==> config.mk <==
export PLATFORM = sky130hd
export DESIGN_NAME = interleaved_djb2_xor_hash_flat
export DESIGN_NICKNAME = d
export VERILOG_FILES = /design/src/sv/idxh_pkg.sv /design/src/sv/idxh_if.sv /design/src/sv/idxh_dp.sv /design/src/sv/idxh_ctrl.sv /design/src/sv/interleaved_djb2_xor_hash.sv /design/src/flat_wrapper.sv
export SDC_FILE = /design/constraint.sdc
export NUM_CORES = 1
export LEC_CHECK = 0
export BUFFER_PORTS_ARGS = -buffer_cell sky130_fd_sc_hd__buf_2
export CORE_ASPECT_RATIO = 1.75
export CORE_MARGIN = 2
export CORE_UTILIZATION = 60
export DETAILED_ROUTE_END_ITERATION = 10
export PLACE_DENSITY = 0.78
export SKIP_LAST_GASP = 1
export SYNTH_ARGS = -nofsm -noshare
export SYNTH_HDL_FRONTEND = slang
export SYNTH_SLANG_ARGS = --single-unit
==> constraint.sdc <==
create_clock -name clk -period 9.4 [get_ports clk]
set_input_delay 1.88 -clock clk [delete_from_list [all_inputs] [get_ports clk]]
set_output_delay 1.88 -clock clk [all_outputs]
set_load 0.02 [all_outputs]
==> src/sv/idxh_pkg.sv <==
// shared types and constants of the interleaved djb2 xor hash
package idxh_pkg;

  localparam int unsigned HASH_W     = 32;
  localparam int unsigned BYTE_W     = 8;
  localparam int unsigned HASH_SHIFT = 5;
  localparam int unsigned DIV_STEPS  = HASH_W;
  localparam int unsigned DIV_CNT_W  = $clog2(DIV_STEPS);

  localparam logic [HASH_W-1:0] HASH_SEED     = 32'd5381;
  localparam logic [HASH_W-1:0] HASH_MIX      = 32'd1566083941;
  localparam logic [HASH_W-1:0] BUCKET_RESET  = 32'd1;

  typedef struct packed {
    logic lane_en;
    logic mul_en;
    logic hash_en;
    logic div_en;
    logic out_load;
  } idxh_cmd_t;

endpackage

==> src/sv/idxh_if.sv <==
// valid/ready channels for message bytes and hash results
interface idxh_in_if;
  logic                               valid;
  logic                               ready;
  logic [idxh_pkg::BYTE_W-1:0]        data_byte;
  logic                               no_byte;
  logic                               last;

  modport source (output valid, data_byte, no_byte, last, input ready);
  modport sink (input valid, data_byte, no_byte, last, output ready);
endinterface

interface idxh_out_if;
  logic                               valid;
  logic                               ready;
  logic [idxh_pkg::HASH_W-1:0]        hash_value;
  logic [idxh_pkg::HASH_W-1:0]        bucket;

  modport source (output valid, hash_value, bucket, input ready);
  modport sink (input valid, hash_value, bucket, output ready);
endinterface

==> src/sv/idxh_dp.sv <==
// datapath: hash lanes, combining multiply, bucket remainder and result register
module idxh_dp (
  input  logic                          clk,
  input  logic                          rst_n,
  input  idxh_pkg::idxh_cmd_t           cmd,
  input  logic [idxh_pkg::BYTE_W-1:0]   data_byte,
  input  logic                          no_byte,
  input  logic                          cfg_we,
  input  logic [idxh_pkg::HASH_W-1:0]   cfg_wdata,
  output logic [idxh_pkg::HASH_W-1:0]   hash_value,
  output logic [idxh_pkg::HASH_W-1:0]   bucket
);
  import idxh_pkg::*;

  logic [HASH_W-1:0] lane_one_r, lane_one_nxt;
  logic [HASH_W-1:0] lane_two_r, lane_two_nxt;
  logic              odd_r, odd_nxt;
  logic              stopped_r, stopped_nxt;
  logic [HASH_W-1:0] bucket_count_r;
  logic [HASH_W-1:0] prod_r;
  logic [HASH_W-1:0] hash_r;
  logic [HASH_W-1:0] dvd_r;
  logic [HASH_W-1:0] rem_r, rem_nxt;
  logic [HASH_W-1:0] out_hash_r;
  logic [HASH_W-1:0] out_bucket_r;

  logic [HASH_W-1:0] ext;
  logic [HASH_W-1:0] lane_sel;
  logic [HASH_W-1:0] lane_upd;
  logic [HASH_W:0]   rem_shift;
  logic [HASH_W:0]   divisor;
  logic              take;

  assign ext      = {{(HASH_W-BYTE_W){data_byte[BYTE_W-1]}}, data_byte};
  assign lane_sel = odd_r ? lane_two_r : lane_one_r;
  assign lane_upd = ((lane_sel << HASH_SHIFT) + lane_sel) ^ ext;

  always_comb begin
    lane_one_nxt = lane_one_r;
    lane_two_nxt = lane_two_r;
    odd_nxt      = odd_r;
    stopped_nxt  = stopped_r;
    if (cmd.hash_en) begin
      lane_one_nxt = HASH_SEED;
      lane_two_nxt = HASH_SEED;
      odd_nxt      = 1'b0;
      stopped_nxt  = 1'b0;
    end else if (cmd.lane_en && !no_byte && !stopped_r) begin
      if (data_byte == '0) begin
        stopped_nxt = 1'b1;
      end else begin
        if (odd_r) lane_two_nxt = lane_upd;
        else lane_one_nxt = lane_upd;
        odd_nxt = !odd_r;
      end
    end
  end

  // restoring remainder, one quotient bit per step; zero divisor leaves the dividend
  assign rem_shift = {rem_r, dvd_r[HASH_W-1]};
  assign divisor   = {1'b0, bucket_count_r};
  assign take      = rem_shift >= divisor;
  assign rem_nxt   = take ? HASH_W'(rem_shift - divisor) : rem_shift[HASH_W-1:0];

  always_ff @(posedge clk) begin
    if (!rst_n) begin
      lane_one_r     <= HASH_SEED;
      lane_two_r     <= HASH_SEED;
      odd_r          <= 1'b0;
      stopped_r      <= 1'b0;
      bucket_count_r <= BUCKET_RESET;
    end else begin
      lane_one_r <= lane_one_nxt;
      lane_two_r <= lane_two_nxt;
      odd_r      <= odd_nxt;
      stopped_r  <= stopped_nxt;
      if (cfg_we) bucket_count_r <= cfg_wdata;
    end
  end

  always_ff @(posedge clk) begin
    if (cmd.mul_en) prod_r <= HASH_W'(lane_two_r * HASH_MIX);
    if (cmd.hash_en) begin
      hash_r <= lane_one_r + prod_r;
      dvd_r  <= lane_one_r + prod_r;
      rem_r  <= '0;
    end else if (cmd.div_en) begin
      dvd_r <= dvd_r << 1;
      rem_r <= rem_nxt;
    end
    if (cmd.out_load) begin
      out_hash_r   <= hash_r;
      out_bucket_r <= rem_r;
    end
  end

  assign hash_value = out_hash_r;
  assign bucket     = out_bucket_r;

endmodule

==> src/sv/idxh_ctrl.sv <==
// controller: byte intake, end-of-message sequence and result handshake
module idxh_ctrl (
  input  logic                 clk,
  input  logic                 rst_n,
  input  logic                 in_valid,
  input  logic                 in_last,
  output logic                 in_ready,
  output logic                 out_valid,
  input  logic                 out_ready,
  output idxh_pkg::idxh_cmd_t  cmd
);
  import idxh_pkg::*;

  typedef enum logic [2:0] {
    S_IDLE,
    S_MUL,
    S_HASH,
    S_DIV,
    S_DONE
  } state_t;

  localparam logic [DIV_CNT_W-1:0] CNT_LAST = DIV_CNT_W'(DIV_STEPS - 1);

  state_t               state_r;
  logic [DIV_CNT_W-1:0] cnt_r;
  logic                 out_valid_r;
  logic                 in_xfer;
  logic                 out_free;

  assign in_ready  = state_r == S_IDLE;
  assign in_xfer   = in_valid && in_ready;
  assign out_free  = !out_valid_r || out_ready;
  assign out_valid = out_valid_r;

  always_comb begin
    cmd          = '0;
    cmd.lane_en  = in_xfer;
    cmd.mul_en   = state_r == S_MUL;
    cmd.hash_en  = state_r == S_HASH;
    cmd.div_en   = state_r == S_DIV;
    cmd.out_load = (state_r == S_DONE) && out_free;
  end

  always_ff @(posedge clk) begin
    if (!rst_n) begin
      state_r     <= S_IDLE;
      cnt_r       <= '0;
      out_valid_r <= 1'b0;
    end else begin
      out_valid_r <= cmd.out_load || (out_valid_r && !out_ready);
      unique case (state_r)
        S_IDLE: begin
          if (in_xfer && in_last) state_r <= S_MUL;
        end
        S_MUL: begin
          state_r <= S_HASH;
        end
        S_HASH: begin
          cnt_r   <= '0;
          state_r <= S_DIV;
        end
        S_DIV: begin
          if (cnt_r == CNT_LAST) begin
            cnt_r   <= '0;
            state_r <= S_DONE;
          end else begin
            cnt_r <= cnt_r + 1'b1;
          end
        end
        S_DONE: begin
          if (out_free) begin
            state_r <= S_IDLE;
          end
        end
        default: state_r <= S_IDLE;
      endcase
    end
  end

  a_cnt_only_in_div: assert property (@(posedge clk) disable iff (!rst_n)
    (state_r != S_DIV) |-> (cnt_r == '0))
    else $error("step counter moved outside divide");

  a_last_starts_seq: assert property (@(posedge clk) disable iff (!rst_n)
    (in_xfer && in_last) |=> (state_r == S_MUL))
    else $error("last transfer did not start the result sequence");

  a_div_length: assert property (@(posedge clk) disable iff (!rst_n)
    (state_r == S_DIV && cnt_r == CNT_LAST) |=> (state_r == S_DONE))
    else $error("divide did not end after its last step");

  a_load_shows_result: assert property (@(posedge clk) disable iff (!rst_n)
    cmd.out_load |=> out_valid_r)
    else $error("loaded result not offered");

  a_no_overwrite: assert property (@(posedge clk) disable iff (!rst_n)
    (out_valid_r && !out_ready) |-> !cmd.out_load)
    else $error("pending result overwritten");

endmodule

==> src/sv/interleaved_djb2_xor_hash.sv <==
// top level of the interleaved djb2 xor hash with bucket reduction
//
//   channel   dir  handshake          payload
//   in_ch     in   valid/ready        data_byte[7:0], no_byte, last
//   out_ch    out  valid/ready        hash_value[31:0], bucket[31:0]
//   cfg       in   cfg_we             cfg_wdata[31:0] -> bucket_count
//
// a byte without last leaves the intake ready; after a last transfer no byte is
// taken until these steps end: multiply, combine, 32 remainder steps, result load.
// the remainder unit's one bit per cycle sets the end-of-message time.
// a held result stalls the load step, and no bytes are taken while it waits.
// rst_n is synchronous: lanes at 5381, bucket_count at 1, no result pending.
module interleaved_djb2_xor_hash (
  input  logic                         clk,
  input  logic                         rst_n,
  idxh_in_if.sink                      in_ch,
  idxh_out_if.source                   out_ch,
  input  logic                         cfg_we,
  input  logic [idxh_pkg::HASH_W-1:0]  cfg_wdata
);
  import idxh_pkg::*;

  idxh_cmd_t cmd;

  idxh_ctrl u_ctrl (
    .clk       (clk),
    .rst_n     (rst_n),
    .in_valid  (in_ch.valid),
    .in_last   (in_ch.last),
    .in_ready  (in_ch.ready),
    .out_valid (out_ch.valid),
    .out_ready (out_ch.ready),
    .cmd       (cmd)
  );

  idxh_dp u_dp (
    .clk        (clk),
    .rst_n      (rst_n),
    .cmd        (cmd),
    .data_byte  (in_ch.data_byte),
    .no_byte    (in_ch.no_byte),
    .cfg_we     (cfg_we),
    .cfg_wdata  (cfg_wdata),
    .hash_value (out_ch.hash_value),
    .bucket     (out_ch.bucket)
  );

endmodule
==> src/flat_wrapper.sv <==
// flat-port wrapper written by rule: the top's interface ports become plain ports
module interleaved_djb2_xor_hash_flat import idxh_pkg::*;
  (clk, rst_n, cfg_we, cfg_wdata, in_ch_valid, in_ch_data_byte, in_ch_no_byte, in_ch_last, in_ch_ready, out_ch_valid, out_ch_hash_value, out_ch_bucket, out_ch_ready);
  idxh_in_if in_ch_i ();
  idxh_out_if out_ch_i ();
  input  logic clk;
  input  logic rst_n;
  input  logic cfg_we;
  input  logic [idxh_pkg::HASH_W-1:0] cfg_wdata;
  input wire logic [$bits(in_ch_i.valid)-1:0] in_ch_valid;
  input wire logic [$bits(in_ch_i.data_byte)-1:0] in_ch_data_byte;
  input wire logic [$bits(in_ch_i.no_byte)-1:0] in_ch_no_byte;
  input wire logic [$bits(in_ch_i.last)-1:0] in_ch_last;
  output wire logic [$bits(in_ch_i.ready)-1:0] in_ch_ready;
  output wire logic [$bits(out_ch_i.valid)-1:0] out_ch_valid;
  output wire logic [$bits(out_ch_i.hash_value)-1:0] out_ch_hash_value;
  output wire logic [$bits(out_ch_i.bucket)-1:0] out_ch_bucket;
  input wire logic [$bits(out_ch_i.ready)-1:0] out_ch_ready;
  assign in_ch_i.valid = in_ch_valid;
  assign in_ch_i.data_byte = in_ch_data_byte;
  assign in_ch_i.no_byte = in_ch_no_byte;
  assign in_ch_i.last = in_ch_last;
  assign in_ch_ready = in_ch_i.ready;
  assign out_ch_valid = out_ch_i.valid;
  assign out_ch_hash_value = out_ch_i.hash_value;
  assign out_ch_bucket = out_ch_i.bucket;
  assign out_ch_i.ready = out_ch_ready;
  interleaved_djb2_xor_hash u_core (.clk(clk), .rst_n(rst_n), .in_ch(in_ch_i), .out_ch(out_ch_i), .cfg_we(cfg_we), .cfg_wdata(cfg_wdata));
endmodule
# Word-level counts from Yosys, hierarchy flattened
# Index checks and enable logic that the tools add are counted.
# W data, S select, Z words.
[word_totals] inputBits=47 register_bits=299 output_inout_bits=66 wordCells=64
[op_classes] addsub=4 muxes=10 n_eq_ne=8 n_reduce_logical=22 bitwise=4 n_mul=1 magnitude_cmp=1
[op_table] operator="$mux W32" n=4
[op_table] operator="$add A32 B32 Y32" n=2
[op_table] operator="$ge A33 B32 Y1" n=1
[op_table] operator="$mul A32 B31 Y32 const B" n=1
[op_table] operator="$sub A32 B32 Y32" n=1
[op_table] operator="$xor A32 B32 Y32" n=1
[op_table] operator="$pmux W3 S5" n=1
[op_table] operator="$pmux W5 S2" n=1
[op_table] operator="$mux W3" n=3
[op_table] operator="$reduce_and A3 Y1" n=3
[op_table] operator="$logic_not A8 Y1" n=1
[op_table] operator="$eq A3 B2 Y1 const B" n=2
[op_table] operator="$logic_and A1 B1 Y1" n=6
[op_table] operator="$add A5 B1 Y5 const B" n=1
[op_table] operator="$eq A5 B5 Y1 const B" n=1
[op_table] operator="$logic_not A1 Y1" n=5
[op_table] operator="$mux W5" n=1
[op_table] operator="$ne A2 B2 Y1 const B" n=2
[op_table] operator="$reduce_and A2 Y1" n=2
[op_table] operator="$eq A3 B1 Y1 const B" n=1
[op_table] operator="$eq A3 B3 Y1 const B" n=1
[op_table] operator="$logic_not A3 Y1" n=1
[op_table] operator="$not A1 Y1" n=3
[op_table] operator="$logic_or A1 B1 Y1" n=2
[op_table] operator="3 further kinds" n=3

# Logic depth before layout (Yosys ltp)
# Gate-level depths: netlist of the first run.
[depth] depth_word=5 depth_mapped=25 ltp_nobuf=25

# Modules after synthesis
# A second synthesis of the first run with hierarchy kept.
[unflattened] hier_cells=2291 area_unflattened_um2=23736.5
[by_module_without_submodules] module="idxh_dp" instances=1 seq_area_each_um2=7407.1 cells_per_inst=2235 area_each_um2=23222.3
[by_module_without_submodules] module="idxh_ctrl" instances=1 seq_area_each_um2=180.2 cells_per_inst=56 area_each_um2=514.2

# Worst setup path after synthesis of the first run
# No wires, ideal clock.
[synth_timing] path_type="register to register" start="register u_core.u_dp.lane_two_r[15]" end="register u_core.u_dp.prod_r[31] (data pin)" required_time_ps=9139 synth_period_minus_slack_ps=6806 arrival_time_ps=6545 path_stages_with_launch=26 setup_ps=261 setup_slack_ps=2594 n_path_buf=0 cell_sequence="dfxtp_1 > ha_1 > fa_1 > fa_1 > inv_1 > fa_1 > inv_1 > fa_1 > inv_1 > fa_1 > inv_1 > fa_1 > inv_1 > fa_1 > inv_1 > ha_1 > a21oi_1 > o21ai_0 > or3_1 > o221ai_1 > nor2_1 > o21a_1 > o21a_1 > o21ai_0 > o21ai_0 > xnor2_1"
[synth_via] elab_chain_len=1
[synth_rtl] element="from (decl)" line_no="idxh_dp.sv:16" rtl="logic [HASH_W-1:0] lane_two_r, lane_two_nxt;"
[synth_rtl] element="from (signal assigned)" line_no="idxh_dp.sv:74" rtl="lane_two_r <= lane_two_nxt;"
[synth_rtl] element="$mul A32 B31 Y32" line_no="idxh_dp.sv:82" rtl="if (cmd.mul_en) prod_r <= HASH_W'(lane_two_r * HASH_MIX);"
[synth_rtl] element="to (signal assigned)" line_no="idxh_dp.sv:82"
[synth_rtl] element="to (decl)" line_no="idxh_dp.sv:20" rtl="logic [HASH_W-1:0] prod_r;"
# Every way passes these cells.
# A chain may end at the register's enable or synchronous reset.

# Final worst setup path of the first run
[layout_timing] start="register u_core.u_dp.lane_two_r[14]" end="register u_core.u_dp.prod_r[31] (data pin)"
# The elaborated chain is that of the path after synthesis.

==> results of run 1 <==
layout by cell type, fill, tap and decap left out, types with 13 or more instances in the layout:
cell type	Yosys	final
nand2b_1	18	18
a211oi_1	26	26
nand2_1	154	154
o21a_1	24	24
o21ai_0	83	83
a21o_1	47	47
o21ai_1	13	13
o211ai_1	19	19
dfxtp_1	139	139
fa_1	166	166
nor2b_1	48	48
buf_2	3	112
a21oi_1	120	120
mux2i_1	42	42
nor2_1	112	112
inv_1	350	349
xnor2_1	117	117
nor3_1	15	15
xor2_1	47	47
ha_1	281	281
a22o_1	13	13
clkbuf_16	0	27
nand3_1	26	26
edfxtp_1	160	160
mux2_2	45	45
and3_1	14	13
worst min-delay path by stage:
stage / end / slack (ns) / depth (start not counted)
2_1_floorplan: u_core.u_dp.hash_value[0]$_DFFE_PP_ / 0.40 / 0
3_3_place_gp: u_core.u_dp.hash_value[26]$_DFFE_PP_ / 0.40 / 0
3_5_place_dp: u_core.u_dp.hash_value[27]$_DFFE_PP_ / 0.40 / 0
4_1_cts: u_core.u_dp.hash_value[27]$_DFFE_PP_ / 0.42 / 0
5_1_grt: u_core.u_dp.hash_value[15]$_DFFE_PP_ / 0.43 / 0
6_report: u_core.u_dp.hash_value[31]$_DFFE_PP_ / 0.42 / 0
worst max-delay path: stages (launching register included):
cell and delay (ns):
dfxtp_1 0.51, ha_1 0.34, fa_1 0.51, fa_1 0.52, inv_1 0.06, fa_1 0.53, inv_1 0.05, fa_1 0.49
inv_1 0.05, fa_1 0.47, inv_1 0.06, fa_1 0.53, inv_1 0.05, fa_1 0.53, inv_1 0.05, ha_1 0.36
a21oi_1 0.19, o21ai_0 0.18, or3_1 0.37, o221ai_1 0.16, nor2_1 0.16, o21a_1 0.22, o21a_1 0.21, o21ai_0 0.28
o21ai_0 0.16, xnor2_1 0.14
power breakdown:
part	internal (uW)	switching, uW	total [uW]	leakage [uW]
clock	698	483	1180	0.000460
combinational	893	1250	2140	0.00881
sequential	1550	59.0	1610	0.00265
total	3140	1790	4930	0.0119
per-layer routing:
layer / up-vias / wire length, um / part of all wire / GRT usage
met4: 0 / 6190 / 0.10 / 0.257
met2: 571 / 33300 / 0.54 / 0.586
met3: 230 / 2170 / 0.035 / 0.0209
met5: - / 0 / 0 / 0
li1: 7934 / - / - / -
met1: 8176 / 19700 / 0.32 / 0.289
registers in the layout, indices dropped and copies added (netlist names):
| register | count |
|---|---|
| u_core.u_ctrl.cnt_r | 5 |
| u_core.u_ctrl.out_valid | 1 |
| u_core.u_ctrl.state_r | 3 |
| u_core.u_dp.bucket | 32 |
| u_core.u_dp.bucket_count_r | 32 |
| u_core.u_dp.dvd_r | 32 |
| u_core.u_dp.hash_r | 32 |
| u_core.u_dp.hash_value | 32 |
| u_core.u_dp.lane_one_r | 32 |
| u_core.u_dp.lane_two_r | 32 |
| u_core.u_dp.odd_r | 1 |
| u_core.u_dp.prod_r | 32 |
| u_core.u_dp.rem_r | 32 |
| u_core.u_dp.stopped_r | 1 |
cell families after synthesis:
logic type | synth area share
adder cells (fa/ha/maj) | 0.294
buffers and inverters | 0.0676
multiplexers | 0.0398
XOR/XNOR | 0.0627
flip-flops | 0.326
AO/OA/AOI/OAI | 0.122
AND/OR/NAND/NOR | 0.0882
area by class of cell:
cell class / instances / share of cell area
diodes: 1 / 0.0000991
clock buffers: 30 / 0.0276
clock inverters: 18 / 0.00971
inverters: 350 / 0.0520
multi-input cells: 1569 / 0.560
flip-flops and latches: 299 / 0.301
well taps: 485 / 0.0240
repair buffers: 124 / 0.0258
per-stage QoR:
step,cells,power [uW],hold WS [ns]
2_1_floorplan,2278,3240,0.400
3_3_place_gp,2827,3690,0.402
3_5_place_dp,2827,3760,0.405
4_1_cts,2875,4940,0.420
6_report,2876,4930,0.420
5_1_grt,2875,5260,0.428
==> out/results.tsv, run 1 <==
metric	value	unit
Num CTS Buffers	26	
Power Dens Cells	195	nW/um2
dominant cell type by area after synthesis	edfxtp_1	
FF-to-FF path depth	25	
die area	40500	um2
first-pass GRT wire length	95.2	mm
Max-Cap Viols	0	
Post-Synthesis Cells	2278	
Synth top area share	0.206	
share of layout cells above drive strength 1	0.0987	
Fillers	3104	
Final #Nets	2864	
final worst path period need	7.45	ns
post-synth net total	2772	
Worst-Skew Late Latency	0.55	ns
critical path data required time	9.70	ns
Synth area leaders	edfxtp_1 21%, ha_1 15%, fa_1 14%	
Total Negative Setup Slacks	0	ns
flop2flop setup slack	1.95	ns
element type at the critical path end	register	
DIE HEIGHT	265	um
DP Worst Slack	2.00	ns
final period utilization	0.793	
Longest Clk Path Bufs	3	
clock skew	0.0182	ns
fin worst setup slack	1.95	ns
Post-synth EDFFs	160	
die width	153	um
core area	38400	um2
count of input and output buffers	112	
io pins	113	
Critical Path AT	7.75	ns
Relative slew margins	0.228	
synth cell count leaders	350 x inv_1, 281 x ha_1, 166 x fa_1	
CTS clk-pin slew, worst paths	0.07	ns
count of different cell masters after synthesis	80	
fmax	134	MHz
H-tree depth	1	
kind of critical path	reg -> reg	
post-CTS setup buffers	0	
Initial Utilization	0.607	
fin area	25200	um2
drt drc	0	
Total Routed Length	61.4	mm
Worst Hold Class	reg -> reg	
Post-DRT Antenna Nets	0	
Primary FF master, synth	edfxtp_1	
Congestion Overflow GR	0	
worst-path fanout max	8	
Final setup viols	0	
final hold vios	0	
P&R area growth vs syn	8.40	%
Finished Core Util	0.657	
CTS resizes	0	
count leader, synth	inv_1	
crit start category	register	
Worst Setup EP	u_core.u_dp.prod_r[31]$_DFFE_PP_	
root buffer cell	clkbuf_16	
worst vdd ir	0.139	mV
largest net degree at the start of global routing	65	
DRT iter0 DRCs	910	
Syn. warnings	0	
Via density	5.88	
RSZ-0062 raised after global routing	false	
total number of vias	16900	
Register Area	7590	um2
GRT Util Overall	0.305	
Slew @ Worst Pin	1.16	ns
hold path start	u_core.u_dp.hash_r[31]$_DFFE_PP_	
Critical R2R Launch	u_core.u_dp.lane_two_r[14]$_SDFFE_PP0P_	
Pre-antenna DRT Iters	7	
post-DP HPWL	50.3	mm
placed cell areas	24300	um2
Worst Setup SP	u_core.u_dp.lane_two_r[14]$_SDFFE_PP0P_	
Synth Register Bits	299	
post-synthesis sequential area ratio	0.326	
Synth Area per Inst	10.2	um2
clk sink count	299	
area of the multi-input gates	14100	um2
CTS tree	built	
Slew Limit Fails	0	
Async S/R FF share, synth	0	
RD Place Congestion	0.965	
CTS Hold Bufs	0	
vias in the first global route	18000	
status	complete, no violations	
drt wl/cell	21.3	um
r2r endpoint	u_core.u_dp.prod_r[31]$_DFFE_PP_	
leakage	0.0119	uW
synthesized area	23300	um2
initial antenna violation count	0	
Row Count	95	
(Power assumes the default switching activity.)
==> inputs of run 2 (changes only) <==
==> constraint.sdc (replaced) <==
create_clock -name clk -period 7.55 [get_ports clk]
set_input_delay 1.51 -clock clk [delete_from_list [all_inputs] [get_ports clk]]
set_output_delay 1.51 -clock clk [all_outputs]
set_load 0.02 [all_outputs]
==> out/results.tsv, run 2 (synthesis gave the netlist of run 1 again) <==
metric	value	unit	change
combinational power share	0.436		+0.002
Psw	2300	uW	+29%
final worst path period need	7.22	ns	-0.229 ns
P&R area growth vs syn	8.98	%	
Relative slew margins	0.208		-0.0207
count of input and output buffers	112		unchanged
drt drc	0		unchanged
grt peak-use layer	met2		
status	complete, no violations		
Pre-antenna DRT Iters	6		-1
Post-DRT Antenna Nets	0		unchanged
CTS tree	built		
critical path data required time	7.86	ns	-1.84 ns
first-pass GRT wire length	97.9	mm	+2.8%
Final #Nets	2880		+0.56%
element type at the critical path end	register		
Slew @ Worst Pin	1.19	ns	+0.0310 ns
worst-path fanout max	5		-3
internal power	3880	uW	+23%
Via density	5.84		-0.67%
Worst Hold Class	reg -> reg		
vias in the first global route	17800		-0.75%
DIE HEIGHT	265	um	unchanged
crit start category	register		
Slew Limit Fails	0		unchanged
core area	38400	um2	unchanged
Congestion Overflow GR	0		unchanged
die width	153	um	unchanged
fmax	138	MHz	+3.2%
Row Count	95		unchanged
kind of critical path	reg -> reg		
CTS clk-pin slew, worst paths	0.07	ns	about the same
clk sink count	299		unchanged
switching share of power	0.373		+0.00992
Final Non-Filler Cells	2895		+0.66%
GR Layer Usage met3	0.0309		+0.00997
root buffer cell	clkbuf_16		
grt met2 use	0.609		+0.0225
most common library cell in the layout ignoring fill and taps	inv_1		
die area	40500	um2	unchanged
leakage	0.0120	uW	+0.46%
GR Layer Usage met1	0.306		+0.0172
commonest cells after routing, fill and taps aside	349 x inv_1, 279 x ha_1, 166 x fa_1		
drt wl/cell	21.8	um	+2.4%
final hold vios	0		unchanged
Longest Clk Path Bufs	3		unchanged
Initial Utilization	0.607		unchanged
DRT iter0 DRCs	980		+7.7%
Worst-Skew Late Latency	0.58	ns	+0.03 ns
worst vdd ir	0.186	mV	+34%
post-DP HPWL	51.3	mm	+2.0%
total number of vias	16900		-0.012%
Total Negative Setup Slacks	0	ns	unchanged
Final setup viols	0		unchanged
Power Dens Cells	244	nW/um2	+25%
io pins	113		unchanged
GRT Util Overall	0.314		+0.00949
Critical Path AT	7.53	ns	-0.22 ns
Total Routed Length	63.3	mm	+3.0%
Placed Cells	2841		+0.50%
final period utilization	0.956		+0.164
FF-to-FF path depth	25		unchanged
H-tree depth	1		unchanged
Clk pwr share	0.240		about the same
RD Place Congestion	0.987		+2.2%
Min-Delay Path Depth	0		unchanged
clock skew	0.0237	ns	+0.00550 ns
largest net degree at the start of global routing	65		unchanged
Flop pwr share	0.324		-0.002
RSZ-0062 raised after global routing	false		
Max-Cap Viols	0		unchanged
Num CTS Buffers	28		+7.7%
share of layout cells above drive strength 1	0.109		+0.0101
initial antenna violation count	0		unchanged
==> run 2: path summary, 6_finish.rpt <==
path                                           start                                    to  slack (ns)
max          u_core.u_dp.lane_two_r[14]$_SDFFE_PP0P_      u_core.u_dp.prod_r[31]$_DFFE_PP_        0.33
min                 u_core.u_dp.hash_r[13]$_DFFE_PP_  u_core.u_dp.hash_value[13]$_DFFE_PP_        0.42
max reg2reg  u_core.u_dp.lane_two_r[14]$_SDFFE_PP0P_      u_core.u_dp.prod_r[31]$_DFFE_PP_        0.33
min reg2reg         u_core.u_dp.hash_r[13]$_DFFE_PP_  u_core.u_dp.hash_value[13]$_DFFE_PP_        0.42
==> run 2: through the flow <==
stage          utilization  cell area (um2)  total power (uW)  hold WS, ns  setup slack (ns)
3_5_place_dp         0.636            24400              4700        0.405             0.117
2_1_floorplan            -            23300              4040        0.400             0.744
6_report             0.661            25400              6180        0.420             0.328
5_1_grt              0.661            25400              6590        0.422            0.0214
4_1_cts              0.660            25400              6180        0.421            0.0742
3_3_place_gp         0.636            24400              4620        0.404             0.235
==> run 2: final cells by class <==
cell class	count	area, um2
Timing Repair Buffer	138	756
Clock inverter	18	195
Inverter	350	1310
Fill cell	3003	13000
Antenna cell	2	5.00
Tap cell	485	607
Multi-Input combinational cell	1569	14200
Clock buffer	34	754
Sequential cell	299	7590
==> run 2: what timing repair did <==
action	CTS	global route
endpoints found under the setup margin	0	5
buffers inserted	0	0
gates resized for setup	0	11
hold buffers	0	0
==> run 2: worst max-delay path, cell delays in order, from the launching register on <==
cell	delay, ns
dfxtp_1	0.35
ha_1	0.36
fa_1	0.51
fa_1	0.51
inv_1	0.05
fa_1	0.53
inv_1	0.05
fa_1	0.50
inv_1	0.06
fa_1	0.48
inv_1	0.06
fa_1	0.53
inv_1	0.06
fa_1	0.53
inv_1	0.04
ha_1	0.35
a21oi_1	0.19
o21ai_0	0.18
or3_1	0.39
nor3_1	0.17
nor2_1	0.18
o21a_1	0.22
o21a_1	0.21
o21ai_2	0.19
o21ai_0	0.13
xnor2_1	0.13
==> run 2: power by group through the flow <==
stage                     Sequential (uW)  Combinational (uW)  Clock [uW]
final                                2000                2700        1480
after global routing                 2010                3030        1550
after CTS                            2000                2680        1500
after detailed placement             2040                2660           0
after global placement               2040                2580           0
after floorplan                      2000                2030           0
==> run 2: layer usage <==
layer  share of wire  wire length (um)
met5               0                 0
met3           0.036              2260
met2            0.55             34700
met1            0.33             21100
met4           0.083              5240
==> inputs of run 3 (changes only) <==
--- a/config.mk
+++ b/config.mk
@@ -7,7 +7,6 @@
 export LEC_CHECK = 0
 export BUFFER_PORTS_ARGS = -buffer_cell sky130_fd_sc_hd__buf_2
 export CORE_ASPECT_RATIO = 1.75
-export CORE_MARGIN = 2
 export CORE_UTILIZATION = 60
 export DETAILED_ROUTE_END_ITERATION = 10
 export PLACE_DENSITY = 0.78
==> out/results.tsv, run 3 (synthesis gave the netlist of run 1 again) <==
metric	value	unit	change
status	complete, no violations		
most common library cell in the layout ignoring fill and taps	inv_1		
final period utilization	0.953		-0.00357
Most common cell on crit path	fa_1		
CTS resizes	0		unchanged
Power Dens Cells	243	nW/um2	-0.20%
element type at the critical path end	register		
Pre-antenna DRT Iters	7		+1
core area	38300	um2	-0.31%
Crit path largest cell delay	0.55	ns	+0.02 ns
clk sink count	299		unchanged
clock skew	0.0159	ns	-0.00787 ns
Worst path top cell family by delay	adder cells		
Max-Cap Viols	0		unchanged
Relative slew margins	0.247		+0.0391
Fillers	3021		+0.60%
drt wl/cell	21.6	um	-1.1%
total power	6170	uW	-0.28%
io pins	113		unchanged
Total Negative Setup Slacks	0	ns	unchanged
Slew @ Worst Pin	1.13	ns	-0.0586 ns
post-CTS setup buffers	0		unchanged
kind of critical path	reg -> reg		
CTS tree	built		
final hold vios	0		unchanged
post-DP HPWL	50.9	mm	-0.74%
first-pass GRT wire length	97.7	mm	-0.21%
worst vdd ir	0.180	mV	-3.7%
Slew Limit Fails	0		unchanged
Worst-Skew Late Latency	0.56	ns	-0.02 ns
Critical Path AT	7.49	ns	-0.04 ns
Post-DRT Antenna Nets	0		unchanged
Final #Nets	2882		+0.069%
H-tree depth	1		unchanged
count of input and output buffers	112		unchanged
Num CTS Buffers	27		-3.6%
initial antenna violation count	2		+2
GRT Util Overall	0.329		+0.0152
CP Cell Sequence	ha_1, fa_1, fa_1, inv_1, fa_1, inv_1, fa_1, fa_1, fa_1, inv_1, fa_1, inv_1, ha_1, a2111o_1, a2111oi_2, a21oi_2, o21a_1, o21a_1, o31ai_2, a21oi_1, xor2_1		
worst path bufs/invs	4		-2
crit start category	register		
RD Place Congestion	1.02		+3.2%
Longest Clk Path Bufs	3		unchanged
root buffer cell	clkbuf_16		
Congestion Overflow GR	0		unchanged
total number of vias	17000		+0.30%
fmax	139	MHz	+0.37%
Row Count	95		unchanged
CTS clk-pin slew, worst paths	0.08	ns	about the same
Final setup viols	0		unchanged
worst-path fanout max	8		+3
DRT iter0 DRCs	917		-6.4%
leakage	0.0120	uW	+0.11%
CP max stage cell	fa_1		
commonest cells after routing, fill and taps aside	349 x inv_1, 281 x ha_1, 166 x fa_1		
Worst Hold Class	reg -> reg		
drt drc	0		unchanged
vias in the first global route	18000		+0.76%
final worst path period need	7.19	ns	-0.0270 ns
P&R area growth vs syn	8.90	%	about the same
DIE HEIGHT	263	um	-0.76%
Initial Utilization	0.608		+0.00188
largest net degree at the start of global routing	65		unchanged
Via density	5.85		+0.19%
die area	39600	um2	-2.1%
CTS Hold Bufs	0		unchanged
RSZ-0062 raised after global routing	false		
share of layout cells above drive strength 1	0.108		-0.000831
die width	151	um	-1.3%
Total Routed Length	62.6	mm	-0.97%
critical path data required time	7.85	ns	about the same
[run 3: layout make-up]
| type | count | area [um2] | share of cell area |
|---|---|---|---|
| multi-input combinational | 1569 | 14200 | 0.558 |
| sequential | 299 | 7590 | 0.299 |
| inverter | 350 | 1310 | 0.0518 |
| timing repair buffer | 141 | 778 | 0.0307 |
| clock buffer | 30 | 707 | 0.0279 |
| tap | 485 | 607 | 0.0239 |
| clock inverter | 19 | 191 | 0.00755 |
| antenna | 5 | 12.5 | 0.000493 |
[run 3: path summary, 6_finish.rpt]
| check | depth (start not counted) | end | slack (ns) | from |
|---|---|---|---|---|
| max reg2reg | 21 | u_core.u_dp.prod_r[30]$_DFFE_PP_ | 0.36 | u_core.u_dp.lane_two_r[12]$_SDFFE_PP1P_ |
| max | 21 | u_core.u_dp.prod_r[30]$_DFFE_PP_ | 0.36 | u_core.u_dp.lane_two_r[12]$_SDFFE_PP1P_ |
| min reg2reg | 0 | u_core.u_dp.hash_value[24]$_DFFE_PP_ | 0.42 | u_core.u_dp.hash_r[24]$_DFFE_PP_ |
| min | 0 | u_core.u_dp.hash_value[24]$_DFFE_PP_ | 0.42 | u_core.u_dp.hash_r[24]$_DFFE_PP_ |
[run 3: power by group]
part           switching [uW]  internal, uW  total (uW)
Clock                     645           784        1430
Sequential               72.7          1930        2000
Combinational            1590          1140        2730
[run 3: through the flow]
stage | area (um2) | hold slack [ns] | worst slack, ns | util | cells
floorplan | 23300 | 0.400 | 0.744 | - | 2278
global placement | 24400 | 0.401 | 0.404 | 0.638 | 2844
detailed placement | 24400 | 0.406 | 0.259 | 0.638 | 2844
CTS | 25300 | 0.424 | 0.0624 | 0.662 | 2893
global route | 25400 | 0.428 | 0.0618 | 0.662 | 2895
finish | 25400 | 0.422 | 0.355 | 0.663 | 2898
[run 3: metal layers]
layer	up-vias	track usage	part of all wire
li1	7966	-	-
met1	8228	0.325	0.33
met2	542	0.609	0.53
met3	223	0.0274	0.036
met4	0	0.270	0.097
met5	-	0	0
